## config.mk

```make
export PLATFORM = sky130hd
export DESIGN_NAME = ssm_epoch
export DESIGN_NICKNAME = d
export VERILOG_FILES = /design/src/rtl/ssm_pkg.sv /design/src/rtl/ssm_epoch.sv
export VERILOG_INCLUDE_DIRS = /design/src /design/src/rtl
export SDC_FILE = /design/constraint.sdc
export NUM_CORES = 1
export LEC_CHECK = 0
export ABC_AREA = 1
export BUFFER_PORTS_ARGS = -buffer_cell sky130_fd_sc_hd__buf_2
export CORE_ASPECT_RATIO = 1.1
export CORE_MARGIN = 8
export CORE_UTILIZATION = 50
export CTS_CLUSTER_SIZE = 24
export DETAILED_ROUTE_END_ITERATION = 10
export GPL_TIMING_DRIVEN = 0
export PLACE_DENSITY = 0.72
export RECOVER_POWER = 50
export SYNTH_ARGS = -nofsm -noshare
export SYNTH_HDL_FRONTEND = slang
export SYNTH_SLANG_ARGS = --single-unit
```

## constraint.sdc

```tcl
create_clock -name clk -period 4.4 [get_ports clk]
set_clock_uncertainty 0.1 [all_clocks]
set_input_delay 0.44 -clock clk [delete_from_list [all_inputs] [get_ports clk]]
set_output_delay 0.44 -clock clk [all_outputs]
set_load 0.03 [all_outputs]
```

## src/rtl/shortest_span_of_mode_defines.svh

```systemverilog
// Assertion macros shared by the shortest_span_of_mode RTL.
`ifndef SHORTEST_SPAN_OF_MODE_DEFINES_SVH
`define SHORTEST_SPAN_OF_MODE_DEFINES_SVH

// Same-cycle implication, sampled on clk and silenced during reset.
`define SSM_ASSERT_NOW(lbl, ante, cons, msg) \
    lbl: assert property (@(posedge clk) disable iff (!rst_n) (ante) |-> (cons)) \
        else $error(msg);

// Next-cycle implication, sampled on clk and silenced during reset.
`define SSM_ASSERT_NEXT(lbl, ante, cons, msg) \
    lbl: assert property (@(posedge clk) disable iff (!rst_n) (ante) |=> (cons)) \
        else $error(msg);

`endif

```

## src/rtl/ssm_pkg.sv

```systemverilog
// Package: sizes, table entry layout and control structs for shortest_span_of_mode.
package ssm_pkg;

    // Field widths fixed by the ports
    localparam int VALUE_W = 10;
    localparam int OUT_W   = 13;

    // Table and array sizing
    localparam int VALUE_RANGE = 1024;
    localparam int SLOT_W      = $clog2(VALUE_RANGE);
    localparam int MAX_LENGTH  = 4096;
    localparam int POS_W       = $clog2(MAX_LENGTH + 1);
    localparam int IDX_W       = $clog2(MAX_LENGTH);

    // Epoch tag: zero marks an entry as stale, live arrays use 1 .. EPOCH_MAX
    localparam int EPOCH_W = 8;
    localparam logic [EPOCH_W-1:0] EPOCH_FIRST = EPOCH_W'(1);
    localparam logic [EPOCH_W-1:0] EPOCH_MAX   = {EPOCH_W{1'b1}};

    typedef logic [EPOCH_W-1:0] epoch_t;

    // One table word: tag, occurrence count, index of first occurrence
    typedef struct packed {
        epoch_t             tag;
        logic [POS_W-1:0]   count;
        logic [IDX_W-1:0]   first;
    } entry_t;

    localparam int ENTRY_W = $bits(entry_t);

    // Sweep/epoch control handed to the datapath
    typedef struct packed {
        logic               busy;
        logic [SLOT_W-1:0]  addr;
        epoch_t             epoch;
        logic               last_epoch;
    } sweep_t;

    // Result of one array
    typedef struct packed {
        logic [OUT_W-1:0]   span;
        logic [OUT_W-1:0]   degree;
        logic               overflow;
    } result_t;

    // Sweep sequencer states
    typedef enum logic [1:0] {
        ST_SWEEP = 2'b01,
        ST_RUN   = 2'b10
    } sweep_state_t;

endpackage

```

## src/rtl/ssm_epoch.sv

```systemverilog
// Epoch counter and table sweep that retires stale entries before the tag wraps.
`include "shortest_span_of_mode_defines.svh"

module ssm_epoch (
    input  logic             clk,
    input  logic             rst_n,
    input  logic             advance,
    output ssm_pkg::sweep_t  sweep
);

    ssm_pkg::sweep_state_t           state_reg, state_next;
    logic [ssm_pkg::SLOT_W-1:0]      addr_reg, addr_next;
    ssm_pkg::epoch_t                 epoch_reg, epoch_next;

    // Step the sweep address, or move to the next epoch at each array end and start a sweep after the top epoch
    always_comb
    begin
        state_next = state_reg;
        addr_next  = addr_reg;
        epoch_next = epoch_reg;
        unique case (state_reg)
            ssm_pkg::ST_SWEEP:
            begin
                addr_next = addr_reg + 1'b1;
                if (addr_reg == {ssm_pkg::SLOT_W{1'b1}})
                begin
                    state_next = ssm_pkg::ST_RUN;
                    epoch_next = ssm_pkg::EPOCH_FIRST;
                end
            end
            ssm_pkg::ST_RUN:
            begin
                if (advance)
                begin
                    if (epoch_reg == ssm_pkg::EPOCH_MAX)
                    begin
                        state_next = ssm_pkg::ST_SWEEP;
                        addr_next  = '0;
                    end
                    else
                    begin
                        epoch_next = epoch_reg + 1'b1;
                    end
                end
            end
            default:
            begin
                state_next = ssm_pkg::ST_SWEEP;
                addr_next  = '0;
            end
        endcase
    end

    always_ff @(posedge clk or negedge rst_n)
    begin
        if (!rst_n)
        begin
            state_reg <= ssm_pkg::ST_SWEEP;
            addr_reg  <= '0;
            epoch_reg <= ssm_pkg::EPOCH_FIRST;
        end
        else
        begin
            state_reg <= state_next;
            addr_reg  <= addr_next;
            epoch_reg <= epoch_next;
        end
    end

    assign sweep.busy       = (state_reg == ssm_pkg::ST_SWEEP);
    assign sweep.addr       = addr_reg;
    assign sweep.epoch      = epoch_reg;
    assign sweep.last_epoch = (epoch_reg == ssm_pkg::EPOCH_MAX);

    // A live epoch never uses the stale tag
    `SSM_ASSERT_NOW(a_epoch_live, state_reg == ssm_pkg::ST_RUN, epoch_reg != '0,
        "live epoch carries the stale tag")
    // No array may end while the table is being swept
    `SSM_ASSERT_NOW(a_no_advance_in_sweep, state_reg == ssm_pkg::ST_SWEEP, !advance,
        "array ended during table sweep")
    // Wrapping from the top epoch always starts a sweep
    `SSM_ASSERT_NEXT(a_wrap_sweeps,
        state_reg == ssm_pkg::ST_RUN && advance && epoch_reg == ssm_pkg::EPOCH_MAX,
        state_reg == ssm_pkg::ST_SWEEP && addr_reg == '0,
        "epoch wrapped without a sweep")

endmodule

```

Yosys cells after proc, flatten, opt, wreduce, memory -nomap -nowiden
Cells that the tools add are included.

Flip-flop bits (word level): 20. Input port bits: 3. Logic and storage cells: 28.

Add/subtract/negate cells: 2. Equal/unequal tests: 8. Muxes and demuxes: 11. Reduce and logical (&&, ||, !) cells: 4.

Operator list (count): two-way mux 8 bit (3); two-way mux 10 bit (2); one-hot mux 10 bit (2 select lines) (1); one-hot mux 8 bit (2 select lines) (1); adder 10 x 1 -> 10 bit (second input constant) (1); equality test 10 bit (second input constant) (1); adder 8 x 1 -> 8 bit (second input constant) (1); equality test 8 bit (second input constant) (1); two-way mux 2 bit (3); inequality test 2 bit (second input constant) (3); one-hot mux 2 bit (2 select lines) (1); AND reduction 4 bit (1); AND reduction 3 bit (1); equality test 2 x 1 -> 1 bit (second input constant) (1); equality test 2 bit (second input constant) (1); inequality test 2 x 1 -> 1 bit (second input constant) (1); AND reduction 2 bit (1); nonzero test 2 bit (1).

Logic depth before layout (Yosys ltp)
Gate-level depths: netlist (run 1).

Word-level depth: 4. Mapped depth: 9. Mapped depth without buffers: 9.

Least setup slack after synthesis (run 1)
Ideal clock, no wire load.

Kind: flip-flop to output port. Start point: register epoch_reg[0]. End point: output sweep[0] in the netlist's numbering. Arrival time: 1.327 ns. Slack: 2.533 ns. Stages on the path, launching flop included: 6. Buffers on the path: 0. Cell sequence: dfstp_2 ha_1 nand2_2 nor2_4 nand2_1 inv_1.

RTL lines: start, declared (line ssm_epoch.sv:13) `ssm_pkg::epoch_t epoch_reg, epoch_next;`; start signal, assigned (line ssm_epoch.sv:60) `epoch_reg <= ssm_pkg::EPOCH_FIRST;`; start signal, assigned (line ssm_epoch.sv:66) `epoch_reg <= epoch_next;`; end, declared (line ssm_epoch.sv:8) `output ssm_pkg::sweep_t sweep`.

==> metrics.yaml, run 1 <==
final_common_cell: "nand2_1"
fin_nets: 207
largest_reg_flops: 10
syn_to_final_growth_pct: 13.7
crit_required_ns: 3.86
peakVddDrop_uv: 175
cts_max_path_buffers: 2
hold_path_class: "in2reg"
endpoint_kind: "output pin"
syn_area_mm2: 0.00125
slew_headroom_pct: 26.4
status: "complete, no violations"
layout_common_cells: "nand2_1, nand3_1, dfrtp_1, nor2_1, inv_1"
cts_tree: "done"
yosysWarnings: 0
reg2reg_depth: 8
grt_pass1_wl_mm: 4.98
rows: 19
cts.sinks: 20
place_hpwl_mm: 2.13
drt_first_pass_iters: 4
synth.yosys.seq_area_share_pct: 40.2
r2r-start: "epoch_reg[0]"
postSynthCellCount: 174
cts-resized-gates: 0
p_per_area_mw_per_mm2: 325
placed_area_mm2: 0.00140
drive_gt1_share_pct: 17.9
worst-path-max-fanout: 6
hold_violations: 0
stdcell_area_mm2: 0.00142
avgSynthCellArea_um2: 7.20
fmax_ghz: 0.457
synth_fp_nets: 179
htreeDepth: 1
grt_max_degree: 21
worstHoldStart: "advance"
core_area_mm2: 0.00245
worstMarginPinSlew_ns: 1.10
drt-total-wl_mm: 2.79
rsz0062_at_grt: "no"
cts_made_buffers: 3
fin_setup_tns_ns: 0
clk_latency_ns: 0.30
regToRegEndpoint: "addr_reg[2]"
hold_depth: 4
dieArea_mm2: 0.00436
clk_pin_slew_ns: 0.11
die_w_um: 63.7
regToRegSetupSlack_ns: 2.66
vias: 1204
slew_viol_final: 0
ys_ff_latch: 20
drcViolationCount: 0
synth_cell_type_count: 25
crit_type: "reg2out"
antenna_cells: 0
antenna_found_initial: 0
initial_core_util_pct: 51.1
grt_pass1_vias: 1226
max_cap_violations: 0
gp_congestion: 0.807
drt_iter0_drc: 77
cp-start-kind: "register"
setup_viol_count_final: 0
fp.dieH_um: 68.5
cts-root-buf: "clkbuf_4"
post_drt_wl_per_cell_um: 12.0
fillers: 249
grt_use_total_pct: 14.1
min_period_ns: 2.19
ant_nets: 0
vias_per_cell: 5.19
hold_end: "state_reg[1]"
pin_count: 23
cp.arrival_ns: 1.65
finalCritPeriodShare_pct: 49.7
grt-ovfl-total: 0
p_leak_uw: 0.000827
portBuffers: 22
[power breakdown]
part / switching [µW] / internal [µW]
Combinational: 95.1 / 41.4
Sequential: 28.9 / 205
Clock: 56.9 / 35.3
Total: 181 / 281
[worst max path at each step]
stage                  from       end  slack, ns  cells past startpoint
2_1_floorplan  epoch_reg[0]  sweep[0]       2.53                      5
3_3_place_gp   epoch_reg[0]  sweep[0]       2.56                      6
3_5_place_dp   epoch_reg[0]  sweep[0]       2.56                      6
4_1_cts        epoch_reg[0]  sweep[0]       2.21                      6
5_1_grt        epoch_reg[0]  sweep[0]       2.11                      6
6_report       epoch_reg[0]  sweep[0]       2.21                      6
[critical path: stages, from the launching register on]
cell,delay [ns]
dfstp_2,0.60
ha_1,0.19
nand2_2,0.10
nor2_4,0.11
nand2_1,0.10
inv_1,0.06
buf_2,0.18
[layer usage]
layer	up-vias	routed length, µm	track usage (%)
li1	602	-	-
met3	6	106	3.72
met4	0	38	5.85
met2	23	1500	28.3
met1	573	1140	13.5
met5	-	0	0
[synthesized netlist by cell type (all sizes together)]
cell type,instances,area (µm²)
nor2,23,135
o21bai,1,7.51
o31ai,2,15.0
or2,1,6.26
ha,2,25.0
a21oi,3,15.0
xnor2,1,8.76
nand3,23,128
buf,1,7.51
dfstp,2,52.6
nand4,1,6.26
inv,22,85.1
nor3,1,5.00
nand2,68,280
dfrtp,18,450
o21ai,5,25.0
[timing repair]
action,in CTS,in global routing
buffers inserted,0,0
endpoints found under the hold margin,18,0
hold buffers,1,0
endpoints found under the setup margin,0,0
[final cells by class]
cell class	instances	area, µm²	share of cell area, %
Multi-Input combinational cell	131	657	46.1
Sequential cell	20	503	35.3
Timing Repair Buffer	23	106	7.47
Inverter	22	85.1	5.98
Tap cell	31	38.8	2.72
Clock buffer	4	26.3	1.85
Buffer	1	7.51	0.527
[metrics by stage]
| step | std cells | power [µW] | hold slack (ns) | utilization, % | setup slack, ns |
|---|---|---|---|---|---|
| 5_1_grt | 232 | 493 | 0.420 | 58.2 | 2.11 |
| 2_1_floorplan | 174 | 334 | 0.0444 | - | 2.53 |
| 3_5_place_dp | 227 | 376 | 0.320 | 57.2 | 2.56 |
| 4_1_cts | 232 | 469 | 0.408 | 58.7 | 2.21 |
| 6_report | 232 | 462 | 0.411 | 58.2 | 2.21 |
| 3_3_place_gp | 227 | 371 | 0.320 | 57.2 | 2.56 |
[logic make-up (layout without fill, tap and decap cells)]
group	after synthesis	in the layout	synth area share, %
AND/OR/NAND/NOR	117	117	44.8
buffers and inverters	23	50	7.39
flip-flops	20	20	40.2
AO/OA/AOI/OAI	11	11	4.99
adder cells (fa/ha/maj)	2	2	2.00
XOR/XNOR	1	1	0.699
No activity file was read; power rests on OpenSTA's default activity.
==> inputs of run 2 (changes only) <==
ABC_AREA = 0   (was 1)
CORE_UTILIZATION = 47   (was 50)
clock period = 1.8 ns   (was 4.4 ns; I/O delays follow)
==> metrics.yaml, run 2 <==
status: "complete, no violations"
synth_fp_nets: 123
p_leak_uw: 0.000582
fp.dieH_um: 66.6
synth.yosys.seq_area_share_pct: 45.9
grt_max_degree: 21
setup_viol_count_final: 0
slew_viol_final: 0
rsz0062_at_grt: "yes"
drive_gt1_share_pct: 28.5
syn_to_final_growth_pct: 26.4
portBuffers: 22
drt-total-wl_mm: 2.68
layout_common_cells: "dfrtp_1, buf_2, clkbuf_1, o21ai_1, nand2_1"
cts_max_path_buffers: 2
ys_top_cells_by_area: "dfrtp_1, o21ai_0, dfstp_2"
r2r-start: "addr_reg[0]"
place_hpwl_mm: 1.93
async_flop_share_pct: 100
hold_path_class: "in2reg"
ant_nets: 0
cts_tree: "done"
crit_type: "reg2out"
fin_setup_tns_ns: 0
drt_first_pass_iters: 4
utilization_pct: 62.1
p_per_area_mw_per_mm2: 1370
die_w_um: 62.0
min_period_ns: 1.74
clk_latency_ns: 0.30
pin_count: 23
crit_required_ns: 1.52
synth_cell_type_count: 40
hold_depth: 4
initial_core_util_pct: 49.2
gp_congestion: 0.784
htreeDepth: 1
drt_iter0_drc: 27
syn_area_mm2: 0.00110
largest_reg_flops: 10
cts.sinks: 20
slew_headroom_pct: 28.6
grt_pass1_vias: 1060
cts-root-buf: "clkbuf_4"
vias: 1035
vias_per_cell: 5.72
synth_common_cells: "dfrtp_1, o21ai_0, nand2_1, nor2_1, nand3_1"
hold_end: "epoch_reg[2]"
fmax_ghz: 0.574
finalCritPeriodShare_pct: 96.8
synth-edff-count: 0
endpoint_kind: "output pin"
fillers: 194
rows: 18
yosysMostFrequentCell: "dfrtp_1"
hold_violations: 0
stdcell_area_mm2: 0.00139
avgSynthCellArea_um2: 9.29
antenna_cells: 0
fin_nets: 157
reg2reg_depth: 5
core_area_mm2: 0.00223
cts_made_buffers: 3
peakVddDrop_uv: 974
register_area_um2: 507
max_cap_violations: 0
regToRegEndpoint: "epoch_reg[5]"
ys.flop_type: "dfrtp_1"
worst-path-max-fanout: 4
multiInputGateArea_um2: 604
grt-ovfl-total: 0
drcViolationCount: 0
p_total_uw: 1900
grt_use_total_pct: 14.6
regToRegSetupSlack_ns: 0.06
antenna_found_initial: 0
placed_area_mm2: 0.00128
worstHoldStart: "advance"
postSynthCellCount: 118
cp.arrival_ns: 1.46
netlist.area_leader.share_pct: 41.1
clk_pin_slew_ns: 0.11
grt_pass1_wl_mm: 4.72
ys_ff_latch: 20
cp-start-kind: "register"
post_drt_wl_per_cell_um: 14.8
yosysWarnings: 0
synth_area_leader_cell: "dfrtp_1"
worstMarginPinSlew_ns: 1.07
dieArea_mm2: 0.00413
[run 2: cell count changes in the layout (fill, tap and decap cells not counted), sizes merged, moves of 3 or more]
| cell | change |
|---|---|
| a31oi | +3 |
| nand2 | -59 |
| nand3 | -14 |
| o21ai | +9 |
| nand4 | +3 |
| inv | -17 |
| a22o | +3 |
| nor2 | -13 |
| clkbuf | -3 |
| buf | +12 |
| and3 | +6 |
[run 2: area by class of cell]
cell class              instances  share of cell area [%]
flip-flops and latches         20                    36.6
repair buffers                 29                    11.6
well taps                      30                    2.71
plain buffers                   4                    1.90
inverters                       6                    1.72
multi-input cells              88                    43.6
clock buffers                   4                    1.90
[run 2: kinds of logic after synthesis]
family                   count (synthesis)  share of synthesized area [%]
buffers and inverters                   10                           3.88
adder cells (fa/ha/maj)                  2                           2.28
flip-flops                              20                           45.9
AO/OA/AOI/OAI                           37                           22.8
AND/OR/NAND/NOR                         48                           24.2
multiplexers                             1                          0.913
[run 2: what timing repair did]
action / CTS / global route
endpoints found under the setup margin: 11 / 14
buffers inserted: 1 / 5
endpoints found under the hold margin: 18 / 0
pin swaps: 1 / 3
gates resized for setup: 2 / 8
hold buffers: 1 / 0
[run 2: metal layers]
| layer | track usage [%] | up-vias | part of all wire [%] |
|---|---|---|---|
| met1 | 17.6 | 491 | 44 |
| met5 | 0 | - | 0 |
| li1 | - | 509 | - |
| met3 | 2.50 | 3 | 6.7 |
| met4 | 5.13 | 0 | 0.93 |
| met2 | 25.1 | 32 | 48 |
[run 2: report_power, final]
part	internal, µW	switching (µW)
sequential	587	237
clock	86.3	134
combinational	319	533
total	993	905
[run 2: metrics by stage]
stage | worst slack [ns] | hold slack (ns) | std cells
floorplan | -0.0387 | -0.216 | 118
global placement | 0.00173 | 0.0540 | 170
detailed placement | -0.0435 | 0.0535 | 170
CTS | 0.0140 | 0.182 | 176
global route | -0.0406 | 0.205 | 181
finish | 0.0575 | 0.186 | 181
[run 2: worst max-delay path by stage]
stage / startpoint / end / depth (start not counted)
2_1_floorplan: epoch_reg[0] / addr_reg[3] / 6
3_3_place_gp: epoch_reg[0] / addr_reg[9] / 6
3_5_place_dp: epoch_reg[0] / addr_reg[6] / 6
4_1_cts: epoch_reg[0] / addr_reg[6] / 6
5_1_grt: epoch_reg[0] / sweep[0] / 4
6_report: epoch_reg[0] / sweep[0] / 4
[run 2: worst max-delay path, cell delays in order (launching register included)]
cell	delay, ns
dfstp_2	0.58
ha_4	0.15
nand3_4	0.08
nor2_2	0.17
buf_4	0.19
