<file path="config.mk">
export PLATFORM = sky130hd
export DESIGN_NAME = ssm_ram
export DESIGN_NICKNAME = d
export VERILOG_FILES = /design/src/rtl/shortest_span_of_mode_defines.svh /design/src/rtl/ssm_ram.sv
export SDC_FILE = /design/constraint.sdc
export NUM_CORES = 1
export LEC_CHECK = 0
export BUFFER_PORTS_ARGS = -buffer_cell sky130_fd_sc_hd__buf_2
export CORE_AREA = 2 2 101 103
export CTS_BUF_LIST = sky130_fd_sc_hd__clkbuf_8
export DETAILED_ROUTE_END_ITERATION = 6
export DIE_AREA = 0 0 103 105
export PLACE_DENSITY_LB_ADDON = 0.12
export SYNTH_ARGS = -nofsm -noshare
export SYNTH_HDL_FRONTEND = slang
export SYNTH_SLANG_ARGS = --single-unit
</file>
<file path="constraint.sdc">
create_clock -name clk -period 1.8 [get_ports clk]
set_input_delay 0.27 -clock clk [delete_from_list [all_inputs] [get_ports clk]]
set_output_delay 0.27 -clock clk [all_outputs]
set_load 0.05 [all_outputs]
</file>
<file path="src/rtl/shortest_span_of_mode_defines.svh">
// Assertion macros shared by the shortest_span_of_mode RTL.
`ifndef SHORTEST_SPAN_OF_MODE_DEFINES_SVH
`define SHORTEST_SPAN_OF_MODE_DEFINES_SVH

// Same-cycle implication, sampled on clk and silenced during reset.
`define SSM_ASSERT_NOW(lbl, ante, cons, msg) \
    lbl: assert property (@(posedge clk) disable iff (!rst_n) (ante) |-> (cons)) \
        else $error(msg);

// Next-cycle implication, sampled on clk and silenced during reset.
`define SSM_ASSERT_NEXT(lbl, ante, cons, msg) \
    lbl: assert property (@(posedge clk) disable iff (!rst_n) (ante) |=> (cons)) \
        else $error(msg);

`endif

</file>
<file path="src/rtl/ssm_ram.sv">
// Generic simple dual-port RAM with one write port and a registered read port.
module ssm_ram #(
    parameter int WIDTH = 8,
    parameter int DEPTH = 16
) (
    input  logic                     clk,
    input  logic                     we,
    input  logic [$clog2(DEPTH)-1:0] waddr,
    input  logic [WIDTH-1:0]         wdata,
    input  logic                     re,
    input  logic [$clog2(DEPTH)-1:0] raddr,
    output logic [WIDTH-1:0]         rdata
);

    logic [WIDTH-1:0] mem [DEPTH];
    logic [WIDTH-1:0] rdata_reg;

    // Write, and read old contents on a same-address collision
    always_ff @(posedge clk)
    begin
        if (we)
        begin
            mem[waddr] <= wdata;
        end
        if (re)
        begin
            rdata_reg <= mem[raddr];
        end
    end

    assign rdata = rdata_reg;

endmodule

</file>
Yosys cells after proc, flatten, opt, wreduce, memory -nomap -nowiden. Memory sizes are Yosys's and may differ from the RTL's. A register that Yosys moved wholly into a read port is not among the register bits. Index checks and enable logic that the tools add are counted.

Add/sub/neg operators: 0. $mul: 0. Div/mod/pow operators: 0. Order comparisons: 0. Equality and inequality tests: 0. Shift-type cells: 0. Muxes and demuxes: 2. Bitwise logic cells: 0. Reductions and logical operators: 0.

Operators by type and width (count): 2-to-1 mux 1 bit (2).

Bits in registers: 0. Bits in latches: 0. Bits in writable memories: 128. ROM bits: 0. Input port bits: 19. Memories: 1.

Memories: mem (depth 16, bits a word 8, rd ports 1, clocked after Yosys merged registers in 1, write ports 1, line ssm_ram.sv:15) `logic [WIDTH-1:0] mem [DEPTH];`.

Depth between registers and ports, before layout. Gate-level depths: netlist (run 1).

Depth in word-level cells: 2. Mapped depth: 5. Depth with buffers taken out: 3.

Worst setup path before layout (run 1). OpenSTA, ideal clock, no wires.

Path kind: in2reg. Start: input port waddr[2]. End: memory mem[0][0], enable pin. Setup time: 383 ps. Data arrival time: 1380 ps. Data required time: 1417 ps. Setup slack: 37 ps. Cell stages on the path: 2. Path buffers: 0. Cells stage by stage: or3b_2 -> nor3_1.

RTL lines: start, declared (line ssm_ram.sv:8) `input logic [$clog2(DEPTH)-1:0] waddr,`; end, declared (line ssm_ram.sv:15).

No word-level cell before the write port.

==> results.json, run 1 <==
{
  "dpl.cell_count": 407,
  "drive_gt1_share_pct": 32.4,
  "maxCapViolations": 0,
  "synth.distinct_cells": 18,
  "path_cells": "mux4_2 -> a22oi_1 -> buf_4 -> nand2_1",
  "clockBufferDepth": 2,
  "p_per_area_nw_per_um2": 1010,
  "initial_core_util_pct": 54.2,
  "critPathMaxFanout": 1,
  "slowest_stage": "mux4_2",
  "num_vias": 2527,
  "hold_viol_final": 0,
  "worstSkewPairLatency_ns": 0.43,
  "worst_ep_arrival_time_ns": 1.70,
  "routed_wirelength_mm": 9.85,
  "grt_pass1_vias": 2593,
  "portBuffers": 26,
  "fmax_ghz": 0.659,
  "cp-start-kind": "register",
  "setup_viol_count_final": 0,
  "drc": 0,
  "finalSetupTns_ns": 0,
  "cts-hold-fix-buffers": 0,
  "critical-path-max-stage-delay_ns": 0.46,
  "synth_warnings": 0,
  "area_growth_pct": 15.2,
  "min_path_type": "input port to register",
  "ios": 27,
  "floorplan.die_area_um2": 10800,
  "diodes": 0,
  "core_area_um2": 9640,
  "detailedRoute.firstPassIterationCount": 4,
  "cts_root_buffer": "clkbuf_8",
  "syn-num-nets": 248,
  "synth_top_area_share_pct": 78.1,
  "yosys.area.top_type": "edfxtp_1",
  "grt_setup_unrepaired": "no",
  "wire_per_inst_um": 22.4,
  "cts_tree": "built",
  "worstSetupPathType": "register to register",
  "drtIter0Drc": 173,
  "async_reset_ff_share_pct": 0,
  "place_congestion": 0.801,
  "largest_reg_flops": 128,
  "p_leak_uw": 0.00206,
  "finalCritPeriodShare_pct": 84.4,
  "worstPathRequired_ns": 1.98,
  "cts_resized": 0,
  "dieHeight_um": 105,
  "vias_per_cell": 5.76,
  "avgSynthCellArea_um2": 22.8,
  "drv_slew": 0,
  "grt_max_degree": 33,
  "worstHoldStart": "re",
  "h-tree-depth": 4,
  "synth_ff_type": "edfxtp_1",
  "tightest_slew_ns": 0.425,
  "slew_headroom_pct": 71.7,
  "clk_pin_slew_worst_paths_ns": 0.07,
  "fin_nets": 312,
  "synth-seq-cells": 136,
  "antenna_found_initial": 0,
  "cts_made_buffers": 17,
  "grt.overflow.total": 0,
  "final_area_um2": 6020,
  "yosysMostFrequentCell": "edfxtp_1",
  "post_cts_buffers": 0,
  "synth-edff-count": 136,
  "die_w_um": 103,
  "antenna_left": 0,
  "fin_skew_ns": 0.0101,
  "ys_seq_area_share_pct": 78.1,
  "fin_crit_ns": 1.52,
  "mappedNetlistArea_um2": 5230,
  "synth.top_cells.by_count": "edfxtp_1 (136), mux4_2 (18), a22oi_1 (16), mux4_1 (14), nor2_1 (13)",
  "grt_pass1_wl_mm": 15.0,
  "crit_path_start": "mem[0][6]",
  "rr_startpoint": "mem[0][6]",
  "vdd_drop_max_mv": 0.543,
  "hpwlAfterDp_mm": 6.40,
  "cts.sinks": 136,
  "critPathCaptureType": "register",
  "final_core_util_pct": 62.5,
  "layoutNonFillerInstCount": 439,
  "totalPowerFinal_uw": 6060,
  "synth_area_leaders": "edfxtp_1 (78%), mux4_2 (7.8%), mux4_1 (7.0%), a22oi_1 (2.3%), nor2_1 (0.93%)",
  "dpl_cell_area_um2": 5690,
  "grt.total_usage_pct": 20.3,
  "rows": 36,
  "postSynthCellCount": 229,
  "status": "completed"
}
[cell families (layout without fill, tap and decap cells)]
family          count (synthesis)  count (layout)  share of synthesized area, %
buf+inv                        10              87                          1.65
compound gates                 16              16                          2.30
mux                            32              32                          14.8
simple gates                   35              35                          3.14
flops                         136             136                          78.1
[metrics by stage]
step,worst slack [ns],hold slack (ns)
6_report,0.282,0.196
5_1_grt,0.235,0.174
4_1_cts,0.271,0.181
3_5_place_dp,-0.0427,0.647
3_3_place_gp,-0.0145,0.645
2_1_floorplan,0.0371,0.369
[path summary, 6_finish.rpt]
| kind | slack (ns) | depth (start not counted) | to |
|---|---|---|---|
| min | 0.20 | 1 | rdata[6] |
| max reg2reg | 0.28 | 4 | rdata[6] |
| max | 0.28 | 4 | rdata[6] |
| min reg2reg | 0.74 | 3 | rdata[3] |
[final cells by class]
class | count | area (µm²)
multi-input combinational | 83 | 1060
sequential | 136 | 4080
clock inverter | 15 | 97.6
tap | 133 | 166
fill | 724 | 3610
timing repair buffer | 55 | 385
clock buffer | 17 | 234
[layout by cell type, fill, tap and decap left out, types with 4 or more instances in the layout]
master | Yosys | layout
buf_4 | 1 | 26
mux4_2 | 18 | 18
edfxtp_1 | 136 | 136
a22oi_1 | 16 | 16
mux4_1 | 14 | 14
inv_1 | 0 | 4
buf_2 | 3 | 26
nor2_1 | 13 | 13
nand2_1 | 9 | 9
clkinv_2 | 0 | 5
nor3_1 | 4 | 4
clkbuf_8 | 0 | 17
[worst max-delay path: cells and delay by family (launching register included)]
kind,cells,cell delay [ns]
muxes,1,0.46
DFF,1,0.37
AOI/OAI and AO/OA,1,0.23
buffers and inverters,1,0.16
and+or+nand+nor,1,0.06
[metal layers]
layer | vias to the layer above | wire length, µm | global-route usage (%)
met2 | 96 | 4840 | 29.8
met4 | 0 | 115 | 6.77
li1 | 1114 | - | -
met3 | 14 | 743 | 5.82
met5 | - | 0 | 0
met1 | 1303 | 4160 | 29.8
[power by group]
part	total, µW	internal (µW)	switching (µW)
Sequential	3580	3570	17.0
Clock	2090	1040	1050
Combinational	394	156	238
Total	6060	4760	1300
No activity file was read; power rests on OpenSTA's default activity.
==> run 2: changes to the inputs <==
- clock period: 1.8 -> 1.3 ns (I/O delays scaled with it)
==> results.json, run 2 (synthesis results as in run 1) <==
{
  "antenna_left": 0,
  "grt_setup_unrepaired": "yes",
  "antenna_found_initial": 0,
  "tightest_slew_ns": 0.939,
  "largest_reg_flops": 128,
  "grt.met1_usage_pct": 28.4,
  "top_usage_layer": "met2",
  "hpwlAfterDp_mm": 6.45,
  "status": "finished with violations",
  "grt_max_degree": 17,
  "cts-hold-fix-buffers": 0,
  "ff2ff_path_depth": 3,
  "dieHeight_um": 105,
  "critPathMaxFanout": 1,
  "drc": 0,
  "seqCellArea_um2": 4080,
  "fmax_ghz": 0.710,
  "grt_pass1_wl_mm": 14.6,
  "routed_wirelength_mm": 9.55,
  "worstPathRequired_ns": 1.47,
  "die_w_um": 103,
  "rows": 36,
  "worstSkewPairLatency_ns": 0.43,
  "setup_ws_ns": -0.107,
  "drv_slew": 0,
  "dpl_cell_area_um2": 5700,
  "fin_nets": 310,
  "maxCapViolations": 0,
  "post_cts_buffers": 0,
  "grt.total_usage_pct": 19.6,
  "area_growth_pct": 16.6,
  "vdd_drop_max_mv": 0.645,
  "num_vias": 2443,
  "min_path_type": "input port to register",
  "slew_headroom_pct": 37.3,
  "cp-start-kind": "register",
  "p_leak_uw": 0.00201,
  "cts_tree": "built",
  "fillers": 691,
  "grt_use_met2_pct": 29.3,
  "cts.sinks": 136,
  "multiInputGateArea_um2": 1080,
  "cts_made_buffers": 17,
  "setup_viol_count_final": 8,
  "place_congestion": 0.778,
  "violations": "negative setup slack",
  "critPathCaptureType": "register",
  "detailedRoute.firstPassIterationCount": 5,
  "worst_ep_arrival_time_ns": 1.57,
  "clockBufferDepth": 2,
  "fin_skew_ns": 0.0112,
  "final_core_util_pct": 63.3,
  "initial_core_util_pct": 54.2,
  "drive_gt1_share_pct": 42.6,
  "use_met3_pct": 4.68,
  "clk_pin_slew_worst_paths_ns": 0.08,
  "worstSetupPathType": "register to register",
  "finalCritPeriodShare_pct": 108,
  "ios": 27,
  "final_area_um2": 6100,
  "grt.overflow.total": 0,
  "p_per_area_nw_per_um2": 1400,
  "drtIter0Drc": 177,
  "cts_root_buffer": "clkbuf_8",
  "fin_crit_ns": 1.41,
  "hold_viol_final": 0,
  "worstHoldPathCells": 1,
  "h-tree-depth": 4,
  "layout_commonest_cell": "edfxtp_1",
  "floorplan.die_area_um2": 10800,
  "wire_per_inst_um": 21.9,
  "vias_per_cell": 5.60,
  "grt_pass1_vias": 2503,
  "final_cell_mix": "edfxtp_1 (136), mux4_2 (31), buf_2 (23), buf_4 (23), clkbuf_8 (17)",
  "diodes": 0,
  "core_area_um2": 9640,
  "portBuffers": 26
}
run 2: cell types whose count changed in the layout (fill, tap and decap cells not counted), moves of 4 or more:
| cell | previous run | this run |
|---|---|---|
| a22oi_1 | 16 | 8 |
| a22oi_2 | 0 | 8 |
| mux4_1 | 14 | 1 |
| mux4_2 | 18 | 31 |
| nor3_1 | 4 | 0 |
run 2: final cells by class:
type / instances / area share, %
repair buffers: 53 / 6.87
well taps: 133 / 2.73
multi-input cells: 83 / 17.8
flip-flops and latches: 136 / 67.0
clock inverters: 14 / 1.79
clock buffers: 17 / 3.84
run 2: path summary, 6_finish.rpt:
check                    to       start  slack [ns]
setup / recovery   rdata[4]   mem[3][4]       -0.11
hold / removal    mem[6][7]    wdata[7]        0.15
setup reg to reg   rdata[4]   mem[3][4]       -0.11
hold reg to reg    rdata[5]  mem[15][5]        0.75
run 2: worst max-delay path, cell delays in order (launching register included):
cell and delay (ns):
edfxtp_1 0.37, mux4_2 0.49, a22oi_2 0.20, nand2_1 0.09
run 2: what timing repair did:
item | in CTS | in global routing
pin swaps | 0 | 1
endpoints found under the hold margin | 0 | 0
gates cloned | 0 | 0
setup endpoints to repair | 9 | 10
resized for setup | 7 | 7
run 2: where the power goes:
part | leakage, µW | switching (µW) | internal (µW)
clock network | 0.000181 | 1500 | 1480
registers | 0.00124 | 30.1 | 4940
logic | 0.000596 | 347 | 236
run 2: metrics by stage:
step / setup TNS [ns] / cells / setup WS [ns] / hold WS, ns / power, µW
6_report: -0.544 / 436 / -0.107 / 0.152 / 8530
5_1_grt: -0.928 / 436 / -0.130 / 0.127 / 8850
4_1_cts: -0.712 / 436 / -0.109 / 0.123 / 8600
3_5_place_dp: -7.14 / 405 / -0.379 / 0.582 / 5630
3_3_place_gp: -6.18 / 405 / -0.381 / 0.578 / 5620
2_1_floorplan: -0.752 / 229 / -0.0954 / 0.294 / 5400
run 2: layer usage:
layer / share of wire, % / vias to the layer above / routed length [µm]
li1: - / 1093 / -
met1: 45 / 1262 / 4290
met2: 50 / 80 / 4750
met3: 4.3 / 8 / 414
met4: 0.95 / 0 / 91
met5: 0 / - / 0
==> run 3: changes to the inputs <==
- BUFFER_PORTS_ARGS: -buffer_cell sky130_fd_sc_hd__buf_2 -> -buffer_cell sky130_fd_sc_hd__buf_4
==> results.json, run 3 (synthesis results as in run 1) <==
{
  "finalCritPeriodShare_pct": 107,
  "grt_setup_unrepaired": "yes",
  "worstHoldStart": "re",
  "worst_ep_arrival_time_ns": 1.57,
  "final_area_um2": 6260,
  "h-tree-depth": 4,
  "grt.overflow.total": 0,
  "fmax_ghz": 0.717,
  "fin_skew_ns": 0.00852,
  "met1_length_mm": 4.04,
  "routed_wirelength_mm": 9.21,
  "grt_max_degree": 17,
  "place_congestion": 0.794,
  "setup_viol_count_final": 8,
  "cts_made_buffers": 17,
  "critPathCaptureType": "register",
  "detailedRoute.firstPassIterationCount": 4,
  "drive_gt1_share_pct": 43.5,
  "grt.total_usage_pct": 19.4,
  "tightest_slew_ns": 0.919,
  "antenna_found_initial": 0,
  "rr_startpoint": "mem[3][1]",
  "min_to": "rdata[7]",
  "hold_viol_final": 0,
  "final_cell_mix": "edfxtp_1 (136), buf_4 (52), mux4_2 (32)",
  "dr_wl_met2_mm": 4.64,
  "floorplan.die_area_um2": 10800,
  "worstSetupPathType": "register to register",
  "slew_headroom_pct": 38.5,
  "hpwlAfterDp_mm": 6.34,
  "dpl_cell_area_um2": 5830,
  "initial_core_util_pct": 54.2,
  "top_layer": "met4",
  "antenna_left": 0,
  "worstPathRequired_ns": 1.48,
  "fin_crit_ns": 1.39,
  "grt_pass1_vias": 2547,
  "totalPowerFinal_uw": 8950,
  "ff2ff_path_depth": 3,
  "status": "finished with violations",
  "clk_pin_slew_worst_paths_ns": 0.08,
  "worstSkewPairLatency_ns": 0.43,
  "portBuffers": 26,
  "die_w_um": 103,
  "cts.sinks": 136,
  "dieHeight_um": 105,
  "largest_reg_flops": 128,
  "critPathMaxFanout": 1,
  "grt_pass1_wl_mm": 14.6,
  "p_per_area_nw_per_um2": 1430,
  "drc": 0,
  "vdd_drop_max_mv": 0.841,
  "p_leak_uw": 0.00209,
  "drv_slew": 0,
  "diodes": 0,
  "cts_root_buffer": "clkbuf_8",
  "final_core_util_pct": 65.0,
  "num_vias": 2451,
  "cp-start-kind": "register",
  "drtIter0Drc": 149,
  "r2r_slack_ns": -0.09,
  "maxCapViolations": 0,
  "cts_tree": "built",
  "ios": 27,
  "post_cts_buffers": 0,
  "worstHoldPathCells": 1,
  "r2r-end": "rdata[1]",
  "violations": "negative setup slack",
  "core_area_um2": 9640,
  "setup_ws_ns": -0.0945,
  "wire_per_inst_um": 20.8,
  "min_path_type": "input port to register",
  "fin_nets": 316,
  "area_growth_pct": 19.8,
  "vias_per_cell": 5.53,
  "wl_met3_um": 390,
  "layout_commonest_cell": "edfxtp_1",
  "rows": 36,
  "clockBufferDepth": 2
}
## run 3: cell count changes in the layout (fill, tap and decap cells not counted), moves of 3 or more
cell | before | now
clkinv_4 | 0 | 4
clkinv_2 | 6 | 2
buf_2 | 23 | 0
buf_4 | 23 | 52
inv_6 | 3 | 0
clkinv_1 | 1 | 4
## run 3: metal layers
metal	track usage, %	vias to the layer above
met5	0	-
met4	7.61	0
met3	4.68	15
met2	29.6	66
met1	27.3	1264
li1	-	1106
## run 3: worst max-delay path: stages, from the launching register on
cell and delay, ns:
edfxtp_1 0.37, mux4_2 0.48, a22oi_2 0.21, nand2_1 0.09
## run 3: worst max-delay path by stage
stage                          from       end  slack, ns  cells past startpoint
final                     mem[3][1]  rdata[1]      -0.09                      3
after global routing      mem[2][0]  rdata[0]      -0.15                      3
after CTS                 mem[3][1]  rdata[1]      -0.10                      3
after detailed placement   raddr[0]  rdata[2]      -0.38                      6
after global placement     raddr[0]  rdata[2]      -0.36                      6
after floorplan            raddr[0]  rdata[1]       -0.1                      5
## run 3: stage by stage
step / setup TNS (ns) / hold WS (ns) / instances / worst slack, ns
global placement: -5.56 / 0.491 / 411 / -0.363
finish: -0.560 / 0.0578 / 443 / -0.0945
detailed placement: -7.25 / 0.500 / 411 / -0.375
floorplan: -0.752 / 0.294 / 229 / -0.0954
global route: -1.05 / 0.0409 / 443 / -0.151
CTS: -0.692 / 0.0407 / 443 / -0.103
## run 3: where the power goes
group	internal, µW	total (µW)	switching, µW
clock	1860	3360	1500
sequential	4940	4960	23.9
combinational	276	624	348
total	7070	8950	1870
## run 3: repair_timing
action / CTS / global route
resized for setup: 7 / 3
hold buffers: 0 / 0
pin swaps: 6 / 3
setup endpoints to repair: 8 / 8
## run 3: final cells by class
| type | count | area, µm² |
|---|---|---|
| timing repair buffer | 59 | 531 |
| multi-input combinational | 83 | 1090 |
| clock inverter | 15 | 161 |
| sequential | 136 | 4080 |
| tap | 133 | 166 |
| fill | 684 | 3380 |
| clock buffer | 17 | 234 |
