===== src/rtl/shortest_span_of_mode_defines.svh =====
// Assertion macros shared by the shortest_span_of_mode RTL.
`ifndef SHORTEST_SPAN_OF_MODE_DEFINES_SVH
`define SHORTEST_SPAN_OF_MODE_DEFINES_SVH

// Same-cycle implication, sampled on clk and silenced during reset.
`define SSM_ASSERT_NOW(lbl, ante, cons, msg) \
    lbl: assert property (@(posedge clk) disable iff (!rst_n) (ante) |-> (cons)) \
        else $error(msg);

// Next-cycle implication, sampled on clk and silenced during reset.
`define SSM_ASSERT_NEXT(lbl, ante, cons, msg) \
    lbl: assert property (@(posedge clk) disable iff (!rst_n) (ante) |=> (cons)) \
        else $error(msg);

`endif


===== src/rtl/ssm_pkg.sv =====
// Package: sizes, table entry layout and control structs for shortest_span_of_mode.
package ssm_pkg;

    // Field widths fixed by the ports
    localparam int VALUE_W = 10;
    localparam int OUT_W   = 13;

    // Table and array sizing
    localparam int VALUE_RANGE = 1024;
    localparam int SLOT_W      = $clog2(VALUE_RANGE);
    localparam int MAX_LENGTH  = 4096;
    localparam int POS_W       = $clog2(MAX_LENGTH + 1);
    localparam int IDX_W       = $clog2(MAX_LENGTH);

    // Epoch tag: zero marks an entry as stale, live arrays use 1 .. EPOCH_MAX
    localparam int EPOCH_W = 8;
    localparam logic [EPOCH_W-1:0] EPOCH_FIRST = EPOCH_W'(1);
    localparam logic [EPOCH_W-1:0] EPOCH_MAX   = {EPOCH_W{1'b1}};

    typedef logic [EPOCH_W-1:0] epoch_t;

    // One table word: tag, occurrence count, index of first occurrence
    typedef struct packed {
        epoch_t             tag;
        logic [POS_W-1:0]   count;
        logic [IDX_W-1:0]   first;
    } entry_t;

    localparam int ENTRY_W = $bits(entry_t);

    // Sweep/epoch control handed to the datapath
    typedef struct packed {
        logic               busy;
        logic [SLOT_W-1:0]  addr;
        epoch_t             epoch;
        logic               last_epoch;
    } sweep_t;

    // Result of one array
    typedef struct packed {
        logic [OUT_W-1:0]   span;
        logic [OUT_W-1:0]   degree;
        logic               overflow;
    } result_t;

    // Sweep sequencer states
    typedef enum logic [1:0] {
        ST_SWEEP = 2'b01,
        ST_RUN   = 2'b10
    } sweep_state_t;

endpackage


===== src/rtl/ssm_tally.sv =====
// Per-element update: count and first index of the value, running best and position.
`include "shortest_span_of_mode_defines.svh"

module ssm_tally (
    input  logic              clk,
    input  logic              rst_n,
    input  logic              go,
    input  logic              last,
    input  ssm_pkg::entry_t   word,
    input  ssm_pkg::epoch_t   epoch,
    output logic              wr_en,
    output ssm_pkg::entry_t   wr_word,
    output ssm_pkg::result_t  result
);

    logic [ssm_pkg::POS_W-1:0] position_reg, position_next;
    logic [ssm_pkg::POS_W-1:0] best_count_reg, best_count_next;
    logic [ssm_pkg::POS_W-1:0] best_span_reg, best_span_next;
    logic                      overflow_reg, overflow_next;

    logic                      in_range;
    logic                      hit;
    logic [ssm_pkg::POS_W-1:0] count_upd;
    logic [ssm_pkg::IDX_W-1:0] first_upd;
    logic [ssm_pkg::POS_W-1:0] span;
    logic                      better;
    logic [ssm_pkg::POS_W-1:0] nb_count;
    logic [ssm_pkg::POS_W-1:0] nb_span;
    logic                      nb_overflow;

    // Count the value and measure its span up to this element
    always_comb
    begin
        in_range  = (position_reg < ssm_pkg::POS_W'(ssm_pkg::MAX_LENGTH));
        hit       = (word.tag == epoch);
        count_upd = hit ? (word.count + 1'b1) : ssm_pkg::POS_W'(1);
        first_upd = hit ? word.first : position_reg[ssm_pkg::IDX_W-1:0];
        span      = position_reg - ssm_pkg::POS_W'(first_upd) + 1'b1;
        better    = (count_upd > best_count_reg) ||
                    ((count_upd == best_count_reg) && (span < best_span_reg));
        nb_count    = (in_range && better) ? count_upd : best_count_reg;
        nb_span     = (in_range && better) ? span : best_span_reg;
        nb_overflow = overflow_reg || !in_range;
    end

    assign wr_en         = go && in_range;
    assign wr_word.tag   = epoch;
    assign wr_word.count = count_upd;
    assign wr_word.first = first_upd;

    assign result.span     = ssm_pkg::OUT_W'(nb_span);
    assign result.degree   = ssm_pkg::OUT_W'(nb_count);
    assign result.overflow = nb_overflow;

    // Advance the running state, clear it at the end of an array
    always_comb
    begin
        position_next   = position_reg;
        best_count_next = best_count_reg;
        best_span_next  = best_span_reg;
        overflow_next   = overflow_reg;
        if (go)
        begin
            if (last)
            begin
                position_next   = '0;
                best_count_next = '0;
                best_span_next  = '0;
                overflow_next   = 1'b0;
            end
            else
            begin
                position_next   = in_range ? (position_reg + 1'b1) : position_reg;
                best_count_next = nb_count;
                best_span_next  = nb_span;
                overflow_next   = nb_overflow;
            end
        end
    end

    always_ff @(posedge clk or negedge rst_n)
    begin
        if (!rst_n)
        begin
            position_reg   <= '0;
            best_count_reg <= '0;
            best_span_reg  <= '0;
            overflow_reg   <= 1'b0;
        end
        else
        begin
            position_reg   <= position_next;
            best_count_reg <= best_count_next;
            best_span_reg  <= best_span_next;
            overflow_reg   <= overflow_next;
        end
    end

    // Every finished array has counted at least its first element
    `SSM_ASSERT_NOW(a_degree_nonzero, go && last, nb_count != '0,
        "array finished with zero degree")
    // Position saturates and never passes the maximum length
    `SSM_ASSERT_NOW(a_pos_bound, 1'b1,
        position_reg <= ssm_pkg::POS_W'(ssm_pkg::MAX_LENGTH),
        "position beyond maximum length")
    // A saturated array is flagged from then on
    `SSM_ASSERT_NEXT(a_sat_flags, go && !last && !in_range, overflow_reg,
        "saturation not flagged")

endmodule


===== config.mk =====
export PLATFORM = sky130hd
export DESIGN_NAME = ssm_tally
export DESIGN_NICKNAME = d
export VERILOG_FILES = /design/src/rtl/ssm_pkg.sv /design/src/rtl/ssm_tally.sv
export VERILOG_INCLUDE_DIRS = /design/src /design/src/rtl
export SDC_FILE = /design/constraint.sdc
export NUM_CORES = 1
export LEC_CHECK = 0
export BUFFER_PORTS_ARGS = -buffer_cell sky130_fd_sc_hd__buf_2
export CORE_ASPECT_RATIO = 0.7
export CORE_MARGIN = 2
export CORE_UTILIZATION = 55
export DETAILED_ROUTE_END_ITERATION = 12
export GPL_TIMING_DRIVEN = 1
export PLACE_DENSITY = 0.92
export SLEW_MARGIN = 10
export SYNTH_ARGS = -nofsm -noshare
export SYNTH_HDL_FRONTEND = slang
export SYNTH_SLANG_ARGS = --single-unit

===== constraint.sdc =====
create_clock -name clk -period 19.83 [get_ports clk]
set_input_delay 2.9745 -clock clk [delete_from_list [all_inputs] [get_ports clk]]
set_output_delay 2.9745 -clock clk [all_outputs]
set_load 0.01 [all_outputs]

-- After elaboration in Yosys (flattened, before gate mapping)
Cells that the tools add are included.
- equality and inequality tests: 2
- reductions and logical operators: 8
- multiplexer cells: 9
- add/subtract/negate cells: 4
- magnitude comparators: 3
- operators with widths (cell ; number):
    13-bit 2-to-1 mux ; 7
    13-bit by 1-bit adder with 13-bit output, second input constant ; 3
    13-bit == test ; 1
    13-bit > comparator ; 1
    13-bit < comparator ; 1
    13-bit < comparator, second input constant ; 1
    13-bit by 12-bit subtractor with 13-bit output ; 1
    12-bit 2-to-1 mux ; 1
    8-bit == test ; 1
    1-bit logical AND ; 3
    1-bit logical OR ; 2
    2-bit AND reduction ; 1
    2-bit nonzero test ; 1
    1-bit zero test ; 1
    1-bit 2-to-1 mux ; 1
- bits of input ports: 45
- output and inout port bits: 61
- bits in registers: 40
- word-level logic and storage cells: 30

-- Depth between registers and ports, before layout
Gate-level depths: netlist of the first run.
- word-level depth: 10
- gate-level depth with buffers: 29
- depth with buffers taken out: 25

-- Least setup slack after synthesis of the first run
OpenSTA, ideal clock, no wires.
- kind: input port to output port
- start: input port epoch[7]
- end: output port result[18] (netlist name)
- data arrival time: 7697 ps
- data required time: 16855 ps
- slack: 9159 ps
- buffers on the path: 5
- cell stages on the path: 24
- path through: xor2_1 nor4_1 nand2_1 clkbuf_1 buf_1 mux2i_1 ha_1 fa_1 a211oi_1 nor2_1 a2111o_1 a31oi_1 xor2_1 inv_1 ha_1 a21oi_1 nor2_1 a211oi_1 o21ai_0 a211o_1 buf_6 buf_2 buf_2 o21ai_0
- RTL lines (what ; RTL line ; source):
    from (decl) ; ssm_tally.sv:10 ; input ssm_pkg::epoch_t epoch,
    to (decl) ; ssm_tally.sv:13 ; output ssm_pkg::result_t result

==> impl_metrics.env, run 1 <==
export IMPL_rsz0062_at_grt="false"
export IMPL_p_leak_nw=2.46
export IMPL_fmax_ghz=0.0860
export IMPL_portBuffers=105
export IMPL_cts_path_max_buffers=2
export IMPL_postCtsSetupBuffers=0
export IMPL_crit_path_start="epoch[1]"
export IMPL_gp_congestion=0.872
export IMPL_syn_nets=585
export IMPL_vias=3897
export IMPL_grt_pass1_vias=3652
export IMPL_cts_sink_count=40
export IMPL_hold_viol_final=0
export IMPL_ys_seq_area_share_pct=25.2
export IMPL_start_kind="input port"
export IMPL_clkSlewWorstSetupHoldPaths_ns=0.09
export IMPL_syn_area_um2=3970
export IMPL_final_common_cell="buf_2"
export IMPL_arrival_ns=8.65
export IMPL_crit_type="input port to output port"
export IMPL_syn_area_per_cell_um2=8.12
export IMPL_reg2reg_from="position_reg[1]"
export IMPL_finalCriticalPeriod_ns=11.63
export IMPL_coreArea_um2=6880
export IMPL_hold_path_startpoint="overflow_reg"
export IMPL_antenna_found_initial=0
export IMPL_ant_nets=0
export IMPL_die_y_um=75.1
export IMPL_first_pass_iters=5
export IMPL_rows=25
export IMPL_multi_input_area_um2=2580
export IMPL_status="completed"
export IMPL_setup_viol=0
export IMPL_seqCellArea_um2=1000
export IMPL_final_cell_mix="buf_2 (105), inv_1 (59), ha_1 (50)"
export IMPL_wl_per_cell_um=15.4
export IMPL_drt_wl_total_mm=10.3
export IMPL_root_buffer="clkbuf_8"
export IMPL_htree_levels=2
export IMPL_crit_required_ns=16.86
export IMPL_grt_max_degree=55
export IMPL_hold_class="register to register"
export IMPL_tightestPinTransition_ns=0.936
export IMPL_timing_final_crit_share_pct=58.6
export IMPL_synth_top_cell_area_share_pct=25.2
export IMPL_synth_area_leader_cell="dfrtp_1"
export IMPL_finalMaxSlewViolations=0
export IMPL_hpwl_mm=7.95
export IMPL_grt_pass1_wl_mm=16.9
export IMPL_tns_ns=0
export IMPL_netlist_instances=489
export IMPL_power_density_nw_per_um2=124
export IMPL_hold_buffers=0
export IMPL_maxCapViolations=0
export IMPL_critPathCaptureType="output port"
export IMPL_overflow=0
export IMPL_fin_nets=672
export IMPL_grtUsageTotal_pct=26.7
export IMPL_post_cts_resize_count=0
export IMPL_synth_cell_types=48
export IMPL_clk_latency_ns=0.31
export IMPL_viasPerCell=5.81
export IMPL_yosys_warnings=0
export IMPL_initial_utilization_pct=57.7
export IMPL_synthTopCellsByArea="dfrtp_1 (25%), ha_1 (16%), xor2_1 (6.2%), inv_1 (5.6%), nand2_1 (4.4%)"
export IMPL_areaGrowthSynthToFinish_pct=15.3
export IMPL_layout_drive_gt1_share_pct=23.2
export IMPL_ys_flop_type="dfrtp_1"
export IMPL_die_w_um=106
export IMPL_pin_count=106
export IMPL_synth_edff_count=0
export IMPL_cts_buffers=5
export IMPL_drt_iter0_drc=251
export IMPL_synth_seq_cells=40
export IMPL_finalPower_w=0.000569
export IMPL_die_area_um2=7930
export IMPL_n_antenna_cell=0
export IMPL_drc=0
export IMPL_fillerInstances=584
export IMPL_cts_tree="done"
export IMPL_worst_path_max_fanout=54
export IMPL_clock_skew_ns=0.00591
export IMPL_ir_drop_v=0.000114
export IMPL_synth_async_reset_ratio_pct=100
export IMPL_max_slew_margin_pct=37.6
[power breakdown]
group / internal (W) / leakage [nW] / total [W] / switching [W]
logic: 0.000152 / 1.86 / 0.000391 / 0.000239
clock network: 0.0000373 / 0.0541 / 0.0000699 / 0.0000326
registers: 0.0000960 / 0.546 / 0.000108 / 0.0000124
total: 0.000285 / 2.46 / 0.000569 / 0.000284
[worst max-delay path: stages]
cell,delay (ns)
buf_2,0.11
xor2_1,0.15
nor4_1,0.35
nand2_1,0.08
buf_4,0.24
inv_1,0.16
o21ai_0,0.12
ha_1,0.29
inv_1,0.04
ha_1,0.23
fa_1,0.44
a211oi_1,0.26
nor2_1,0.13
o41ai_1,0.26
o21ai_0,0.12
a21oi_1,0.20
xor2_1,0.26
inv_1,0.07
ha_1,0.28
nand2_1,0.07
nor2_1,0.11
a211oi_1,0.05
o21ai_0,0.17
a211o_2,0.38
buf_4,0.52
mux2_2,0.39
buf_2,0.14
[cells by family after synthesis]
family	Yosys count	share of synthesized area, %
and+or+nand+nor	150	18.3
AOI/OAI and AO/OA	105	17.2
buffers and inverters	87	9.79
adders and majority gates	51	16.3
DFF	40	25.2
xor gates and xnor gates	36	7.94
muxes	20	5.35
[synth_stat cells, types with 3 or more instances]
master and n:
xnor2_1 8, dfrtp_1 40, a22o_1 7, buf_6 3
nor2_1 24, a311o_1 3, or3_1 14, nand2b_1 4
and3_1 6, mux2_2 10, nand3_1 29, ha_1 50
nor2b_1 3, buf_2 5, o211ai_1 10, mux2i_1 10
o21a_1 3, a211oi_1 3, o21bai_1 3, a21oi_1 25
nand4_1 7, o21ai_0 32, xor2_1 28, nor3_1 3
clkbuf_1 9, inv_1 59, nor4_1 3, buf_4 9
nand2_1 47, o221ai_1 4, or2_2 6
[routing by layer]
metal,vias up,global-route usage [%],wire length [um]
met3,21,4.76,678
met4,0,8.33,185
li1,1876,-,-
met5,-,0,0
met2,140,45.9,4860
met1,1860,35.0,4610
[final timing paths]
path	endpoint	slack, ns	cells past startpoint
worst max-delay path	result[12]	8.20	27
worst min-delay path	overflow_reg	0.50	2
worst max register to register	best_span_reg[7]	14.55	22
worst min register to register	overflow_reg	0.50	2
max in group asynchronous	best_count_reg[8]	16.44	1
min in group asynchronous	position_reg[0]	2.80	1
[metrics by stage]
step	cell area [um^2]	hold slack, ns	cells	worst slack (ns)	util [%]
final	4580	0.496	671	8.20	66.5
after CTS	4580	0.505	671	8.29	66.5
after global routing	4580	0.523	671	7.76	66.5
after floorplan	3970	0.454	489	9.16	-
after global placement	4470	0.466	663	8.63	64.9
after detailed placement	4470	0.484	663	8.38	64.9
[area by class of cell]
class,count,share of cell area [%]
flip-flops and latches,40,21.9
multi-input cells,362,56.4
clock buffers,5,1.50
clock inverters,3,0.929
well taps,94,2.57
repair buffers,107,11.8
inverters,60,4.92
No activity file was read; power rests on OpenSTA's default activity.
==> inputs of run 2 (changes only) <==
--- a/config.mk
+++ b/config.mk
@@ -9,10 +9,10 @@
 export BUFFER_PORTS_ARGS = -buffer_cell sky130_fd_sc_hd__buf_2
 export CORE_ASPECT_RATIO = 0.7
 export CORE_MARGIN = 2
-export CORE_UTILIZATION = 55
+export CORE_UTILIZATION = 54
 export DETAILED_ROUTE_END_ITERATION = 12
 export GPL_TIMING_DRIVEN = 1
-export PLACE_DENSITY = 0.92
+export PLACE_DENSITY = 0.91
 export SLEW_MARGIN = 10
 export SYNTH_ARGS = -nofsm -noshare
 export SYNTH_HDL_FRONTEND = slang
==> constraint.sdc (replaced) <==
create_clock -name clk -period 10.75 [get_ports clk]
set_input_delay 1.6125 -clock clk [delete_from_list [all_inputs] [get_ports clk]]
set_output_delay 1.6125 -clock clk [all_outputs]
set_load 0.01 [all_outputs]
==> impl_metrics.env, run 2 (synthesis results as in run 1) <==
export IMPL_grt_max_degree=82
export IMPL_drt_wl_total_mm=10.1
export IMPL_htree_levels=2
export IMPL_hold_class="register to register"
export IMPL_clk_latency_ns=0.30
export IMPL_final_cell_mix="buf_2 (105), inv_1 (59), ha_1 (50)"
export IMPL_maxCapViolations=0
export IMPL_layout_drive_gt1_share_pct=22.8
export IMPL_hpwl_mm=7.67
export IMPL_wl_per_cell_um=15.0
export IMPL_hold_buffers=0
export IMPL_critPathMaxStageDelay_ns=0.94
export IMPL_gp_congestion=0.893
export IMPL_grtUsageTotal_pct=25.1
export IMPL_postCtsSetupBuffers=0
export IMPL_first_pass_iters=5
export IMPL_start_kind="input port"
export IMPL_setup_viol=0
export IMPL_portBuffers=105
export IMPL_crit_type="input port to output port"
export IMPL_dp_cells=666
export IMPL_status="completed"
export IMPL_antenna_found_initial=0
export IMPL_fmax_ghz=0.105
export IMPL_coreArea_um2=7220
export IMPL_fin_nets=671
export IMPL_hold_path_startpoint="overflow_reg"
export IMPL_reg2reg_depth=21
export IMPL_rsz0062_at_grt="false"
export IMPL_holdWs_ns=0.508
export IMPL_overflow=0
export IMPL_arrival_ns=7.93
export IMPL_worst_path_max_delay_cell="a211o_2"
export IMPL_critPathCaptureType="output port"
export IMPL_hold_end="overflow_reg"
export IMPL_rrSetupSlack_ns=5.27
export IMPL_areaGrowthSynthToFinish_pct=14.4
export IMPL_power_density_nw_per_um2=224
export IMPL_rr_endpoint="best_count_reg[12]"
export IMPL_grt_pass1_wl_mm=16.3
export IMPL_die_area_um2=8070
export IMPL_post_cts_resize_count=0
export IMPL_die_y_um=75.8
export IMPL_initial_utilization_pct=55.0
export IMPL_ant_nets=0
export IMPL_tns_ns=0
export IMPL_whs_path_depth=2
export IMPL_rows=26
export IMPL_cts_tree="done"
export IMPL_finalMaxSlewViolations=0
export IMPL_critPathBufInv=5
export IMPL_grt_pass1_vias=3571
export IMPL_pin_count=106
export IMPL_worst_path_max_fanout=81
export IMPL_timing_final_crit_share_pct=88.7
export IMPL_n_antenna_cell=0
export IMPL_crit_required_ns=9.14
export IMPL_finalCriticalPeriod_ns=9.54
export IMPL_cp_top_family="compound AO/OA/AOI/OAI gates"
export IMPL_ir_drop_v=0.000274
export IMPL_drc=0
export IMPL_die_w_um=107
export IMPL_cts_sink_count=40
export IMPL_viasPerCell=5.73
export IMPL_clkSlewWorstSetupHoldPaths_ns=0.08
export IMPL_layoutNonFillerInstCount=673
export IMPL_drt_iter0_drc=241
export IMPL_tightestPinTransition_ns=1.20
export IMPL_reg2reg_from="position_reg[1]"
export IMPL_clock_skew_ns=0.00775
export IMPL_vias=3857
export IMPL_p_leak_nw=2.45
export IMPL_cts_buffers=5
export IMPL_final_common_cell="buf_2"
export IMPL_max_slew_margin_pct=19.7
export IMPL_cts_path_max_buffers=2
export IMPL_hold_viol_final=0
export IMPL_root_buffer="clkbuf_8"
==> run 2: per-stage QoR <==
step | utilization [%] | area, um^2 | power (W) | worst slack (ns)
3_3_place_gp | 61.8 | 4470 | 0.000869 | 1.87
6_report | 62.9 | 4540 | 0.00102 | 1.21
2_1_floorplan | - | 3970 | 0.000748 | 2.80
4_1_cts | 62.9 | 4540 | 0.00101 | 1.39
3_5_place_dp | 61.8 | 4470 | 0.000901 | 1.48
5_1_grt | 62.9 | 4540 | 0.00111 | 0.646
==> run 2: report_power, final <==
group | total (W) | leakage [nW] | switching, W | internal [W]
registers | 0.000201 | 0.546 | 0.0000241 | 0.000177
clock network | 0.000100 | 0.0410 | 0.0000559 | 0.0000443
logic | 0.000716 | 1.86 | 0.000440 | 0.000277
==> run 2: area by class of cell <==
type / instances / area [um^2]
fillers: 639 / 2680
multi-input cells: 362 / 2580
flip-flops and latches: 40 / 1000
repair buffers: 106 / 533
inverters: 60 / 225
well taps: 98 / 123
clock buffers: 6 / 72.6
clock inverters: 1 / 5.00
==> run 2: worst reg2reg max path, stage by stage, from the launching register on <==
cell and delay, ns:
dfrtp_1 0.42, inv_1 0.11, o21ai_0 0.14, ha_1 0.31, inv_1 0.04, ha_1 0.23
fa_1 0.44, a211oi_1 0.25, nor2_1 0.11, o41ai_1 0.27, o21ai_0 0.13, a21oi_1 0.18
xor2_1 0.24, inv_1 0.07, ha_1 0.29, nand2_1 0.08, nor2_1 0.13, a211oi_1 0.07
o21ai_0 0.19, a211o_2 0.94, nor2_1 0.40, a22o_1 0.34
==> run 2: metal layers <==
layer	up-vias	wire length (um)	track usage, %	share of wire (%)
met3	15	691	3.93	6.9
met2	125	4820	45.2	48
met4	0	135	6.35	1.3
li1	1876	-	-	-
met5	-	0	0	0
met1	1841	4430	32.5	44
==> run 2: worst max-delay path by stage <==
stage / start / to / slack, ns / cells past startpoint
6_report: epoch[1] / result[14] / 1.21 / 25
5_1_grt: epoch[1] / result[18] / 0.65 / 25
4_1_cts: epoch[1] / result[14] / 1.39 / 25
3_5_place_dp: epoch[1] / result[14] / 1.48 / 25
3_3_place_gp: epoch[1] / result[13] / 1.87 / 25
2_1_floorplan: epoch[7] / result[18] / 2.80 / 24
==> inputs of run 3 (changes only) <==
==> constraint.sdc (replaced) <==
create_clock -name clk -period 10.75 [get_ports clk]
set_input_delay 0 -clock clk [delete_from_list [all_inputs] [get_ports clk]]
set_output_delay 0 -clock clk [all_outputs]
set_load 0.01 [all_outputs]
==> impl_metrics.env, run 3 (synthesis results as in run 1) <==
export IMPL_fin_ws_ns=4.33
export IMPL_wl_per_cell_um=15.2
export IMPL_vias=3868
export IMPL_cts_path_max_buffers=2
export IMPL_fmax_ghz=0.156
export IMPL_grtUsageTotal_pct=26.1
export IMPL_cts_sink_count=40
export IMPL_arrival_ns=6.42
export IMPL_die_w_um=107
export IMPL_fillerInstances=641
export IMPL_crit_type="input port to output port"
export IMPL_start_kind="input port"
export IMPL_power_density_nw_per_um2=225
export IMPL_use_met2_pct=43.4
export IMPL_root_buffer="clkbuf_8"
export IMPL_antenna_found_initial=0
export IMPL_ant_nets=0
export IMPL_maxCapViolations=0
export IMPL_viasPerCell=5.72
export IMPL_p_leak_nw=2.46
export IMPL_clock_skew_ns=0.0111
export IMPL_tightestPinTransition_ns=1.05
export IMPL_ir_drop_v=0.000206
export IMPL_hold_class="input port to output port"
export IMPL_portBuffers=105
export IMPL_crit_required_ns=10.75
export IMPL_tns_ns=0
export IMPL_worst_path_max_fanout=59
export IMPL_die_y_um=75.8
export IMPL_timing_final_crit_share_pct=59.7
export IMPL_cts_buffers=5
export IMPL_grt_pass1_wl_mm=16.8
export IMPL_finalCriticalPeriod_ns=6.42
export IMPL_place_ws_ns=4.44
export IMPL_initial_utilization_pct=55.0
export IMPL_clk_latency_ns=0.30
export IMPL_drt_iter0_drc=285
export IMPL_first_pass_iters=5
export IMPL_finalMaxSlewViolations=0
export IMPL_fin_nets=673
export IMPL_hold_viol_final=0
export IMPL_critPathCaptureType="output port"
export IMPL_postCtsSetupBuffers=0
export IMPL_rows=26
export IMPL_critPathMaxStageDelay_ns=0.70
export IMPL_met3_usage_pct=4.70
export IMPL_grt_max_degree=60
export IMPL_rsz0062_at_grt="false"
export IMPL_drc=0
export IMPL_cts_tree="done"
export IMPL_layout_drive_gt1_share_pct=22.7
export IMPL_final_common_cell="buf_2"
export IMPL_grt_busiest_layer="met2"
export IMPL_setup_viol=0
export IMPL_pin_count=106
export IMPL_overflow=0
export IMPL_status="completed"
export IMPL_n_antenna_cell=0
export IMPL_final_cell_mix="buf_2 (105), inv_1 (59), ha_1 (50)"
export IMPL_die_area_um2=8070
export IMPL_drt_wl_total_mm=10.3
export IMPL_grt_pass1_vias=3647
export IMPL_hpwl_mm=7.90
export IMPL_areaGrowthSynthToFinish_pct=15.2
export IMPL_layoutNonFillerInstCount=676
export IMPL_use_met1_pct=34.0
export IMPL_gp_congestion=0.871
export IMPL_max_slew_margin_pct=29.9
export IMPL_dp_cells=666
export IMPL_fin_util_pct=63.4
export IMPL_finalPower_w=0.00103
export IMPL_htree_levels=2
export IMPL_worst_path_max_delay_cell="nand2_1"
export IMPL_coreArea_um2=7220
==> run 3: cell types whose count changed in the layout (fill, tap and decap cells not counted), sizes merged <==
cell / delta
dlygate4sd3: +2
clkinv: -1
clkbuf: +2
==> run 3: per-layer routing <==
| layer | share of wire (%) | up-vias | wire length (um) |
|---|---|---|---|
| met2 | 47 | 149 | 4850 |
| met3 | 5.7 | 34 | 588 |
| met5 | 0 | - | 0 |
| met1 | 44 | 1809 | 4580 |
| li1 | - | 1876 | - |
| met4 | 2.8 | 0 | 293 |
==> run 3: metrics by stage <==
step                instance area, um^2  hold WS (ns)
finish                             4580         0.212
global route                       4580         0.222
CTS                                4580         0.213
detailed placement                 4470         0.201
global placement                   4470         0.180
floorplan                          3970        -0.296
==> run 3: final cells by class <==
cell class                      count  area (um^2)  area share [%]
Inverter                           60          225            4.92
Timing Repair Buffer              108          553            12.1
Sequential cell                    40         1000            21.9
Clock buffer                        8         90.1            1.97
Multi-Input combinational cell    362         2580            56.5
Tap cell                           98          123            2.68
==> run 3: worst max-delay path, delay by kind of cell <==
family	cells	cell delay [ns]
muxes	1	0.40
AOI/OAI and AO/OA	8	1.64
xor gates and xnor gates	2	0.42
adders and majority gates	4	1.22
buffers and inverters	6	1.32
and+or+nand+nor	5	1.37
==> run 3: timing repair <==
action                                 in CTS  in global routing
hold buffers                                2                  0
resized for setup                           0                  0
endpoints found under the hold margin      41                  0
==> run 3: final timing paths <==
check / cells after the start / startpoint / to / slack [ns]
max in group asynchronous: 2 / rst_n / best_count_reg[8] / 9.81
setup reg to reg: 22 / position_reg[1] / best_count_reg[10] / 5.53
min in group asynchronous: 2 / rst_n / position_reg[6] / 0.36
hold / removal: 2 / epoch[6] / wr_word[31] / 0.21
hold reg to reg: 2 / overflow_reg / overflow_reg / 0.50
setup / recovery: 26 / epoch[7] / result[8] / 4.33
==> run 3: report_power, final <==
group | switching [W] | leakage (nW) | internal, W | total (W)
clock network | 0.0000561 | 0.0455 | 0.0000525 | 0.000109
registers | 0.0000230 | 0.546 | 0.000177 | 0.000200
logic | 0.000438 | 1.87 | 0.000281 | 0.000719
total | 0.000517 | 2.46 | 0.000510 | 0.00103
